**src/sv/esd_pkg.sv**
```systemverilog
`default_nettype none

package esd_pkg;

  // event kinds on the input word
  localparam logic [1:0] FUNC_REQ    = 2'd0;
  localparam logic [1:0] FUNC_STEP   = 2'd1;
  localparam logic [1:0] FUNC_ARRIVE = 2'd2;

  // result actions
  localparam logic [1:0] ACT_UP   = 2'd0;
  localparam logic [1:0] ACT_DOWN = 2'd1;
  localparam logic [1:0] ACT_STOP = 2'd2;

  localparam int FieldW = 5;

  typedef enum logic [1:0] {
    DIR_STAY = 2'd0,
    DIR_UP   = 2'd1,
    DIR_DOWN = 2'd2
  } dir_e;

  // controller -> datapath
  typedef struct packed {
    logic       set_req;      // set busy and the requested pending bit
    logic       set_busy;
    logic       scan_start;   // load scan pointer from the cabin floor
    logic       scan_step;
    logic       take_target;  // target <= scan pointer
    logic       clr_busy;
    logic       decide;       // work out travel direction from target
    logic       advance;      // with decide: move the cabin one floor
    logic       serve_clr;    // drop target's pending bit, note it as served
    logic       out_load;
    logic [1:0] act;
  } cmd_t;

  // datapath -> controller
  typedef struct packed {
    logic floor_ok;
    logic busy;
    logic scan_hit;
    logic scan_last;
    logic tgt_gt;
    logic tgt_lt;
    logic out_stall;
  } sts_t;

endpackage

`default_nettype wire

```
**src/sv/esd_dp.sv**
```systemverilog
`default_nettype none

module esd_dp import esd_pkg::*; #(
  parameter int FLOOR_COUNT = 16
) (
  input  wire logic              clk_i,
  input  wire logic              rst_ni,
  input  wire cmd_t              cmd_i,
  output sts_t                   sts_o,
  input  wire logic [FieldW-1:0] floor_i,
  input  wire logic              out_ready_i,
  output logic                   out_valid_o,
  output logic [1:0]             action_o,
  output logic [FieldW-1:0]      served_floor_o,
  output logic [FieldW-1:0]      cab_floor_o,
  output logic                   pending_left_o
);

  localparam int CW = $clog2(FLOOR_COUNT + 1);

  logic [FLOOR_COUNT-1:0] pend_q, pend_d;
  logic [CW-1:0]          cur_q, cur_d;
  logic [CW-1:0]          tgt_q, tgt_d;
  logic [CW-1:0]          served_q, served_d;
  dir_e                   travel_q, travel_d;
  dir_e                   prev_q, prev_d;
  logic                   busy_q, busy_d;
  logic [CW-1:0]          scan_p_q, scan_p_d;
  logic                   scan_up_q, scan_up_d;
  logic                   scan_pass_q, scan_pass_d;
  logic                   out_valid_q, out_valid_d;
  logic [1:0]             out_act_q;
  logic [FieldW-1:0]      out_served_q, out_cab_q;
  logic                   out_left_q;

  logic [FLOOR_COUNT-1:0] req_mask, tgt_mask, scan_mask;
  logic                   search_up, at_edge;

  always_comb begin
    req_mask  = FLOOR_COUNT'(1) << (floor_i - FieldW'(1));
    tgt_mask  = FLOOR_COUNT'(1) << (tgt_q - CW'(1));
    scan_mask = FLOOR_COUNT'(1) << (scan_p_q - CW'(1));
    search_up = (travel_q == DIR_UP) || ((travel_q == DIR_STAY) && (prev_q != DIR_DOWN));
    at_edge   = scan_up_q ? (scan_p_q == CW'(FLOOR_COUNT)) : (scan_p_q == CW'(1));

    sts_o.floor_ok  = (floor_i != '0) && (int'(floor_i) <= FLOOR_COUNT);
    sts_o.busy      = busy_q;
    sts_o.scan_hit  = |(pend_q & scan_mask);
    sts_o.scan_last = at_edge && scan_pass_q;
    sts_o.tgt_gt    = tgt_q > cur_q;
    sts_o.tgt_lt    = tgt_q < cur_q;
    sts_o.out_stall = out_valid_q && !out_ready_i;
  end

  always_comb begin
    pend_d      = pend_q;
    cur_d       = cur_q;
    tgt_d       = tgt_q;
    served_d    = served_q;
    travel_d    = travel_q;
    prev_d      = prev_q;
    busy_d      = busy_q;
    scan_p_d    = scan_p_q;
    scan_up_d   = scan_up_q;
    scan_pass_d = scan_pass_q;

    if (cmd_i.set_req) begin
      busy_d = 1'b1;
      pend_d = pend_q | req_mask;
    end
    if (cmd_i.set_busy) busy_d = 1'b1;
    if (cmd_i.clr_busy) busy_d = 1'b0;

    if (cmd_i.scan_start) begin
      scan_p_d    = cur_q;
      scan_up_d   = search_up;
      scan_pass_d = 1'b0;
    end else if (cmd_i.scan_step) begin
      if (at_edge) begin
        // end of shaft: second pass from the cabin the other way
        scan_p_d    = cur_q;
        scan_up_d   = !scan_up_q;
        scan_pass_d = 1'b1;
      end else begin
        scan_p_d = scan_up_q ? scan_p_q + CW'(1) : scan_p_q - CW'(1);
      end
    end

    if (cmd_i.take_target) tgt_d = scan_p_q;

    if (cmd_i.decide) begin
      if (tgt_q > cur_q) begin
        travel_d = DIR_UP;
        if (cmd_i.advance) cur_d = cur_q + CW'(1);
      end else if (tgt_q < cur_q) begin
        travel_d = DIR_DOWN;
        if (cmd_i.advance) cur_d = cur_q - CW'(1);
      end else begin
        prev_d   = travel_q;
        travel_d = DIR_STAY;
      end
    end

    if (cmd_i.serve_clr) begin
      pend_d   = pend_q & ~tgt_mask;
      served_d = tgt_q;
    end

    if (cmd_i.out_load)  out_valid_d = 1'b1;
    else if (out_ready_i) out_valid_d = 1'b0;
    else                  out_valid_d = out_valid_q;
  end

  always_ff @(posedge clk_i or negedge rst_ni) begin
    if (!rst_ni) begin
      pend_q      <= '0;
      cur_q       <= CW'(1);
      tgt_q       <= CW'(1);
      served_q    <= '0;
      travel_q    <= DIR_STAY;
      prev_q      <= DIR_STAY;
      busy_q      <= 1'b0;
      scan_p_q    <= CW'(1);
      scan_up_q   <= 1'b1;
      scan_pass_q <= 1'b0;
      out_valid_q <= 1'b0;
    end else begin
      pend_q      <= pend_d;
      cur_q       <= cur_d;
      tgt_q       <= tgt_d;
      served_q    <= served_d;
      travel_q    <= travel_d;
      prev_q      <= prev_d;
      busy_q      <= busy_d;
      scan_p_q    <= scan_p_d;
      scan_up_q   <= scan_up_d;
      scan_pass_q <= scan_pass_d;
      out_valid_q <= out_valid_d;
    end
  end

  always_ff @(posedge clk_i) begin
    if (cmd_i.out_load) begin
      out_act_q    <= cmd_i.act;
      out_served_q <= (cmd_i.act == ACT_STOP) ? FieldW'(served_q) : '0;
      out_cab_q    <= FieldW'(cur_q);
      out_left_q   <= busy_q && (|pend_q);
    end
  end

  assign out_valid_o    = out_valid_q;
  assign action_o       = out_act_q;
  assign served_floor_o = out_served_q;
  assign cab_floor_o    = out_cab_q;
  assign pending_left_o = out_left_q;

`ifndef SYNTH
  a_scan_in_shaft: assert property (@(posedge clk_i) disable iff (!rst_ni)
    cmd_i.scan_step |-> (scan_p_q >= CW'(1)) && (scan_p_q <= CW'(FLOOR_COUNT)))
    else $error("scan pointer left the shaft");
  a_req_pends: assert property (@(posedge clk_i) disable iff (!rst_ni)
    cmd_i.set_req |=> (|pend_q) && busy_q)
    else $error("request left no pending floor");
  a_stop_floor: assert property (@(posedge clk_i) disable iff (!rst_ni)
    cmd_i.out_load && (cmd_i.act == ACT_STOP) |=> out_served_q != '0)
    else $error("stop reported without a served floor");
`endif

endmodule

`default_nettype wire

```
**src/sv/esd_ctrl.sv**
```systemverilog
`default_nettype none

module esd_ctrl import esd_pkg::*; (
  input  wire logic       clk_i,
  input  wire logic       rst_ni,
  input  wire logic       in_valid_i,
  output logic            in_ready_o,
  input  wire logic [1:0] func_i,
  input  wire sts_t       sts_i,
  output cmd_t            cmd_o
);

  typedef enum logic [2:0] {
    ST_IDLE,
    ST_SCAN,
    ST_DECIDE,
    ST_SERVE,
    ST_EMIT
  } state_e;

  state_e     state_q, state_d;
  logic       serve_q, serve_d;   // current scan follows a stop
  logic       adv_q, adv_d;       // cabin advance event
  logic [1:0] act_q, act_d;

  always_comb begin
    cmd_o     = '0;
    cmd_o.act = act_q;
    state_d   = state_q;
    serve_d   = serve_q;
    adv_d     = adv_q;
    act_d     = act_q;

    unique case (state_q)
      ST_IDLE: begin
        if (in_valid_i) begin
          unique case (func_i)
            FUNC_REQ: begin
              if (sts_i.floor_ok) begin
                cmd_o.set_req    = 1'b1;
                cmd_o.scan_start = 1'b1;
                serve_d = 1'b0;
                adv_d   = 1'b0;
                state_d = ST_SCAN;
              end
            end
            FUNC_STEP: begin
              cmd_o.set_busy   = 1'b1;
              cmd_o.scan_start = 1'b1;
              serve_d = 1'b0;
              adv_d   = 1'b1;
              state_d = ST_SCAN;
            end
            FUNC_ARRIVE: begin
              if (sts_i.busy) state_d = ST_SERVE;
            end
            default: ;
          endcase
        end
      end
      ST_SCAN: begin
        cmd_o.scan_step = 1'b1;
        if (sts_i.scan_hit) begin
          cmd_o.take_target = 1'b1;
          if (serve_q) begin
            act_d   = ACT_STOP;
            state_d = ST_EMIT;
          end else begin
            state_d = ST_DECIDE;
          end
        end else if (sts_i.scan_last) begin
          if (serve_q) begin
            cmd_o.clr_busy = 1'b1;
            act_d   = ACT_STOP;
            state_d = ST_EMIT;
          end else begin
            state_d = ST_IDLE;
          end
        end
      end
      ST_DECIDE: begin
        cmd_o.decide  = 1'b1;
        cmd_o.advance = adv_q;
        act_d = sts_i.tgt_gt ? ACT_UP : ACT_DOWN;
        state_d = (sts_i.tgt_gt || sts_i.tgt_lt) ? ST_EMIT : ST_SERVE;
      end
      ST_SERVE: begin
        cmd_o.serve_clr  = 1'b1;
        cmd_o.scan_start = 1'b1;
        serve_d = 1'b1;
        state_d = ST_SCAN;
      end
      ST_EMIT: begin
        if (!sts_i.out_stall) begin
          cmd_o.out_load = 1'b1;
          state_d = ST_IDLE;
        end
      end
      default: state_d = ST_IDLE;
    endcase
  end

  always_ff @(posedge clk_i or negedge rst_ni) begin
    if (!rst_ni) begin
      state_q <= ST_IDLE;
      serve_q <= 1'b0;
      adv_q   <= 1'b0;
      act_q   <= ACT_STOP;
    end else begin
      state_q <= state_d;
      serve_q <= serve_d;
      adv_q   <= adv_d;
      act_q   <= act_d;
    end
  end

  assign in_ready_o = (state_q == ST_IDLE);

`ifndef SYNTH
  a_load_free: assert property (@(posedge clk_i) disable iff (!rst_ni)
    cmd_o.out_load |-> !sts_i.out_stall)
    else $error("result register overwritten");
  a_decide_scan: assert property (@(posedge clk_i) disable iff (!rst_ni)
    state_q == ST_DECIDE |-> $past(state_q) == ST_SCAN)
    else $error("direction decided without a target scan");
  a_serve_busy: assert property (@(posedge clk_i) disable iff (!rst_ni)
    cmd_o.serve_clr |-> sts_i.busy)
    else $error("stop served while free");
`endif

endmodule

`default_nettype wire

```
**src/sv/elevator_scan_dispatcher.sv**
```systemverilog
`default_nettype none

// Channel | dir | handshake               | word
// event   | in  | in_valid_i/in_ready_o   | func_i floor_i
// result  | out | out_valid_o/out_ready_i | action_o served_floor_o cab_floor_o pending_left_o
//
// One event at a time, in steps: accept, target scan, decision, stop clear, result load; each
// target scan reads one pending bit per cycle. The longest event is a request at the cabin
// floor: it hits at once, is served, then the rescan walks the whole shaft. Dropped words
// (bad floor, spare kind, arrival while free) are taken and left in the idle state; a step
// with nothing pending scans the whole shaft and gives no result. Reset: asynchronous,
// active low; cabin at floor 1, no requests.
// A word waiting on out_ready_i stalls the load state; once loaded the next event gets in.

module elevator_scan_dispatcher import esd_pkg::*; #(
  parameter int FLOOR_COUNT = 16
) (
  input  wire logic              clk_i,
  input  wire logic              rst_ni,
  input  wire logic              in_valid_i,
  output logic                   in_ready_o,
  input  wire logic [1:0]        func_i,
  input  wire logic [FieldW-1:0] floor_i,
  output logic                   out_valid_o,
  input  wire logic              out_ready_i,
  output logic [1:0]             action_o,
  output logic [FieldW-1:0]      served_floor_o,
  output logic [FieldW-1:0]      cab_floor_o,
  output logic                   pending_left_o
);

  cmd_t cmd;
  sts_t sts;

  // sequencer: accept, scan, decide, serve, emit
  esd_ctrl u_ctrl (
    .clk_i      (clk_i),
    .rst_ni     (rst_ni),
    .in_valid_i (in_valid_i),
    .in_ready_o (in_ready_o),
    .func_i     (func_i),
    .sts_i      (sts),
    .cmd_o      (cmd)
  );

  // pending map, cabin/target state, scan pointer and result register
  esd_dp #(
    .FLOOR_COUNT (FLOOR_COUNT)
  ) u_dp (
    .clk_i          (clk_i),
    .rst_ni         (rst_ni),
    .cmd_i          (cmd),
    .sts_o          (sts),
    .floor_i        (floor_i),
    .out_ready_i    (out_ready_i),
    .out_valid_o    (out_valid_o),
    .action_o       (action_o),
    .served_floor_o (served_floor_o),
    .cab_floor_o    (cab_floor_o),
    .pending_left_o (pending_left_o)
  );

endmodule

`default_nettype wire
```
**config.mk**
```make
export PLATFORM = sky130hd
export DESIGN_NAME = elevator_scan_dispatcher
export DESIGN_NICKNAME = d
export VERILOG_FILES = /design/src/sv/esd_pkg.sv /design/src/sv/esd_dp.sv /design/src/sv/esd_ctrl.sv /design/src/sv/elevator_scan_dispatcher.sv
export SDC_FILE = /design/constraint.sdc
export NUM_CORES = 1
export LEC_CHECK = 0
export BUFFER_PORTS_ARGS = -buffer_cell sky130_fd_sc_hd__buf_2
export CORE_MARGIN = 4
export CORE_UTILIZATION = 60
export DETAILED_ROUTE_END_ITERATION = 16
export GPL_ROUTABILITY_DRIVEN = 0
export PLACE_DENSITY = 0.79
export REMOVE_ABC_BUFFERS = 1
export SLEW_MARGIN = 20
export SYNTH_ARGS = -nofsm -noshare
export SYNTH_HDL_FRONTEND = slang
export SYNTH_SLANG_ARGS = --single-unit
```
**constraint.sdc**
```tcl
create_clock -name clk_i -period 3.09 [get_ports clk_i]
set_input_delay 0.618 -clock clk_i [delete_from_list [all_inputs] [get_ports clk_i]]
set_output_delay 0.618 -clock clk_i [all_outputs]
set_load 0.005 [all_outputs]
```
Word-level counts from Yosys, hierarchy flattened
Cells that the tools add are included.

word-level totals
  flip-flop bits (word level) = 64
  latch bits = 0
  memory bits (writable) = 0
  bits in read-only memories = 0
  input bits = 11
  memories = 0

operators by class
  $add $sub $neg = 6
  multipliers = 0
  divide/modulo/power cells = 0
  order comparisons = 3
  eq/ne operators = 21
  shift operators = 3
  multiplexer cells = 61
  bitwise gates (word level) = 6
  reduce and logical (&&, ||, !) cells = 31

operators by type and width
  cell                                                  count
  << shifter 1 x 5 -> 16 bit (first input constant)     3
  2-to-1 mux 5 bit                                      8
  2-to-1 mux 3 bit                                      11
  AND 16 bit                                            2
  2-to-1 mux 16 bit                                     2
  OR reduction 16 bit                                   2
  2-to-1 mux 1 bit                                      25
  subtractor 5 x 1 -> 5 bit (second input constant)     4
  inverter 16 bit                                       1
  OR 16 bit                                             1
  nonzero test 2 bit                                    8
  case mux 3 bit (5 select lines)                       1
  2-to-1 mux 2 bit                                      7
  != test 2 bit (second input constant)                 6
  AND reduction 4 bit                                   3
  adder 5 x 1 -> 5 bit (second input constant)          2
  case mux 1 bit (2 select lines)                       5
  case mux 3 bit (3 select lines)                       1
  equality test 3 x 2 -> 1 bit (second input constant)  2
  != test 3 bit (second input constant)                 2
  AND reduction 6 bit                                   1
  equality test 5 x 1 -> 1 bit (second input constant)  1
  equality test 5 bit (second input constant)           1
  > comparator 5 bit                                    1
  20 further kinds                                      31

Logic depth before layout (Yosys ltp)
  depth in word-level cells = 9
  mapped depth = 13

By module
A second synthesis with hierarchy kept.

unflattened totals
  cell total of the unflattened synthesis = 319
  area total of the unflattened synthesis = 3448.3 µm²

modules (own cells, without submodules)
  module    times used  cells each  area an instance (µm²)  seq. area each (µm²)
  esd_dp    1           268         2966.6                  1496.4
  esd_ctrl  1           51          481.7                   176.4

Worst setup path after synthesis
No wires, ideal clock.

  path kind = flip-flop to flip-flop
  start = register u_dp.tgt_q[0]
  end = register u_dp.cur_q[4]
  setup time = 0.080 ns
  data arrival time = 2.737 ns
  required time = 3.010 ns
  path slack = 0.274 ns
  cell stages (with the launch flop) = 13
  period minus slack after synthesis = 2.816 ns
  cells stage by stage = dfstp_2 > inv_1 > ha_1 > nand2b_1 > a21boi_0 > nand2b_1 > nand2_1 > ha_1 > nor2b_1 > o21a_1 > or4_1 > a21oi_1 > xnor2_1

on the way
  longest elaborated chain between the ends = 3

RTL lines
  element                                                               line                        text
  from (decl)                                                           esd_dp.sv:23                logic [CW-1:0] tgt_q, tgt_d;
  from (signal assigned)                                                esd_dp.sv:130               tgt_q <= tgt_d;
  > comparator 5 bit or < comparator 5 bit (tied branches)              esd_dp.sv:92, esd_dp.sv:95
  != test 2 bit (no source line) or nonzero test 2 bit (tied branches)  --
  AND reduction 4 bit (no source line)                                  --
  to (signal assigned)                                                  esd_dp.sv:129               cur_q <= cur_d;
  to (decl)                                                             esd_dp.sv:22                logic [CW-1:0] cur_q, cur_d;

Several ways; a longest one is shown, not always the timed one.
A chain may end at the register's enable or synchronous reset.

==> impl_results.md <==
- Status: finished clean
- Initial Util: between 60 and 70%
- Fin crit period: 2.93 ns
- R2r startpoint: u_dp.cur_q[2]
- Clk buf depth: 2
- Post-Syn Instances: about 350
- Crit-path max cell delay: roughly 0.46 ns
- Commonest non-fill, non-tap cell in the layout: dfrtp_1
- Fmax: roughly 0.34 GHz
- Dominant synthesized flop cell: dfrtp_1
- Drt wl/cell: 18.2 um
- Worst reg2reg path endpoint: u_dp.cur_q[4]
- Final Cycle Share: between 90% and 100%
- Die H: approximately 85 um
- CTS tree: done
- Clock Skews: around 0.007 ns
- Num rows: 27
- Startpoint class of the critical path: flop
- Worst-Skew Late Latency: ~0.35 ns
- Area Growth Syn to Fin: 12.1%
- DP Area: ~0.0038 mm2
- GRT Util Overall: roughly a quarter
- Vias in the first global route: ~2800
- Inst Count DP: around 440
- CORE AREA: approximately 0.0056 mm2
- Slew headroom: ~47%
- Cells along the critical path: inv_1 -> ha_1 -> a21o_1 -> a21oi_1 -> nand2b_1 -> nand2_2 -> inv_1 -> fa_1 -> nor2b_1 -> o21a_1 -> o221ai_1 -> a21oi_1 -> xnor2_1
- Die Wd: 84.8 um
- Max stage delay cell, worst path: fa_1
- Setup ws final: ~0.16 ns
- Finished Core Util: a little over two thirds
- Post-synthesis sequential area ratio: 47.3%
- Peak supply drop: roughly 0.0005 V
- Die area: approximately 0.007 mm2
- Worst-path clk slew: 0.07 ns
- Yosys reg bits: 64
- Asr flop ratio synth: between 70 and 80%
- Ys Warns: 0
- Crit path kind: reg2reg
- First-pass DRT Iterations: 7
- Total chip power: between 4 and 5 mW
- Total gr overflow: 0
- WP data required: about 3.4 ns
- Power density over cell area: 1060 mW/mm2
- Worst R2R Path Depth: 13
- Total clock sinks: between 60 and 70
- H-tree depth: 3
- Initial antenna violation count: 0
- Number of synthesized flops with an enable pin: 13
- Hold Buf Count CTS: 0
- Share of cells above drive strength 1: a little under a fifth
- Synth Area per Inst: between 10 and 15 um2
- Total routed wirelength: about 8.3 mm
- Port Buf Inserts: 25
- Netlist cell types: 68
- Post-synth top area share: between 30% and 40%
- Commonest non-fill, non-tap cells in the layout: 46 x dfrtp_1, 36 x nand2_1, 25 x o21ai_0, 25 x buf_2, 18 x inv_1
- Design Area, Final: 0.00397 mm2
- CP arrival: 3.21 ns
- Leak: ~1.7 nW
- Max Cap Viol: 0
- Max-slew violation count: 0
- Hold Violations, Final: 0
- Worst min path class: in2async
- Area contributors post-synth: dfrtp_1 33%, edfxtp_1 11%, ha_1 6.4%
- # diodes: 0
- DR vias: 2849
- Final #Nets: between 400 and 500
- TritonCTS buffer count: 9
- Drt drc: 0
- Setup crit end kind: flop
- Finish-stage setup viols: 0
- Post-route ant nets: 0
- First-pass GRT wire length: approximately 14 mm
- Post-synthesis instance area: roughly 0.0035 mm2
- DPL Wire Length: between 6 and 7 mm
- Worst slack at placement: -0.00931 ns
- Reg2Reg Setup Slack: between 0.15 and 0.2 ns
- Largest net degree at the start of global routing: 36
- Initial DRC count: 190
- Via-to-Cell Ratio: around 6.2
- Synth area leader: dfrtp_1
- Worst Max-Slew Pin Slew: ~0.80 ns
- Root Driver: clkbuf_8
- I/O Pins: 26
- Cell Count, Final, Fillers Out: about 460
- Largest fanout on the critical path: 5
logic make-up (layout without fill, tap and decap cells):
| family | count (synthesis) | count (layout) | share of synthesized area, % |
|---|---|---|---|
| and+or+nand+nor | 115 | 115 | 17.5 |
| xor gates and xnor gates | 9 | 9 | 2.23 |
| AOI/OAI and AO/OA | 100 | 100 | 19.4 |
| buffers and inverters | 27 | 68 | 3.22 |
| muxes | 11 | 11 | 3.36 |
| adders and majority gates | 19 | 19 | 6.93 |
| DFF | 64 | 64 | 47.3 |
metrics by stage:
stage	setup TNS (ns)	hold WS, ns
finish	0	0.355
detailed placement	-0.00931	0.467
CTS	0	0.370
global route	-0.00634	0.420
floorplan	0	0.322
global placement	0	0.452
where the power goes:
part	total (mW)	switching [mW]	leakage [nW]	internal [mW]
Combinational	2.06	1.15	0.909	0.917
Clock	0.638	0.348	0.0854	0.290
Sequential	1.49	0.305	0.693	1.19
critical path: cells and delay by family, from the launching register on:
kind                       cells  cell delay, ns
AOI/OAI and AO/OA              5            0.94
and+or+nand+nor                3            0.45
buffers and inverters          2            0.22
adders and majority gates      2            0.66
DFF                            1            0.45
xor gates and xnor gates       1            0.14
cell type report:
cell class                 instances  area [um2]
multi-input combinational        254        1770
clock buffer                       9         124
fill                             437        1640
clock inverter                     7        47.5
sequential                        64        1670
timing repair buffer              34         193
tap                               72        90.1
inverter                          18        67.6
how the worst max path moves through the flow:
| stage | start | endpoint |
|---|---|---|
| after floorplan | u_dp.tgt_q[0] | u_dp.cur_q[4] |
| after global placement | u_dp.tgt_q[0] | u_dp.cur_q[4] |
| after detailed placement | u_dp.tgt_q[0] | u_dp.cur_q[4] |
| after CTS | u_dp.tgt_q[0] | u_dp.cur_q[4] |
| after global routing | u_dp.cur_q[3] | u_dp.cur_q[4] |
| final | u_dp.cur_q[2] | u_dp.cur_q[4] |
flip-flops by register name, summed over array words and instances (netlist names), 3 cells and up:
signal and count:
u_dp.pend_q 16, u_dp.cur_q 5, u_ctrl.state_q 3, u_dp.tgt_q 5, u_dp.served_floor_o 5, u_dp.scan_p_q 5
u_dp.cab_floor_o 5, u_dp.served_q 5
layer usage:
| metal | global-route usage (%) | routed length, um | share of wire, % |
|---|---|---|---|
| met1 | 33.8 | 3670 | 44 |
| met2 | 37.9 | 3990 | 48 |
| met5 | 0 | 0 | 0 |
| met3 | 5.20 | 499 | 6.0 |
| met4 | 10.1 | 184 | 2.2 |
synth_stat cells (5+ instances only):
master    number
nand2_1       37
nor2b_1        5
o21ai_0       25
nor4_1         5
a21oi_1       10
mux2_1         6
dfstp_2        5
xnor2_1        6
dfrtp_1       46
inv_1         18
edfxtp_1      13
nand2b_1      12
and2_1         6
o21ai_1       16
nor2_1        11
nand3_1       10
a21o_1         6
nor3_1         6
ha_1          18
timing repair:
action,in CTS,in global routing
buffers inserted,0,0
gates resized for setup,1,3
endpoints found under the setup margin,1,1
No activity file was read; power rests on OpenSTA's default activity.
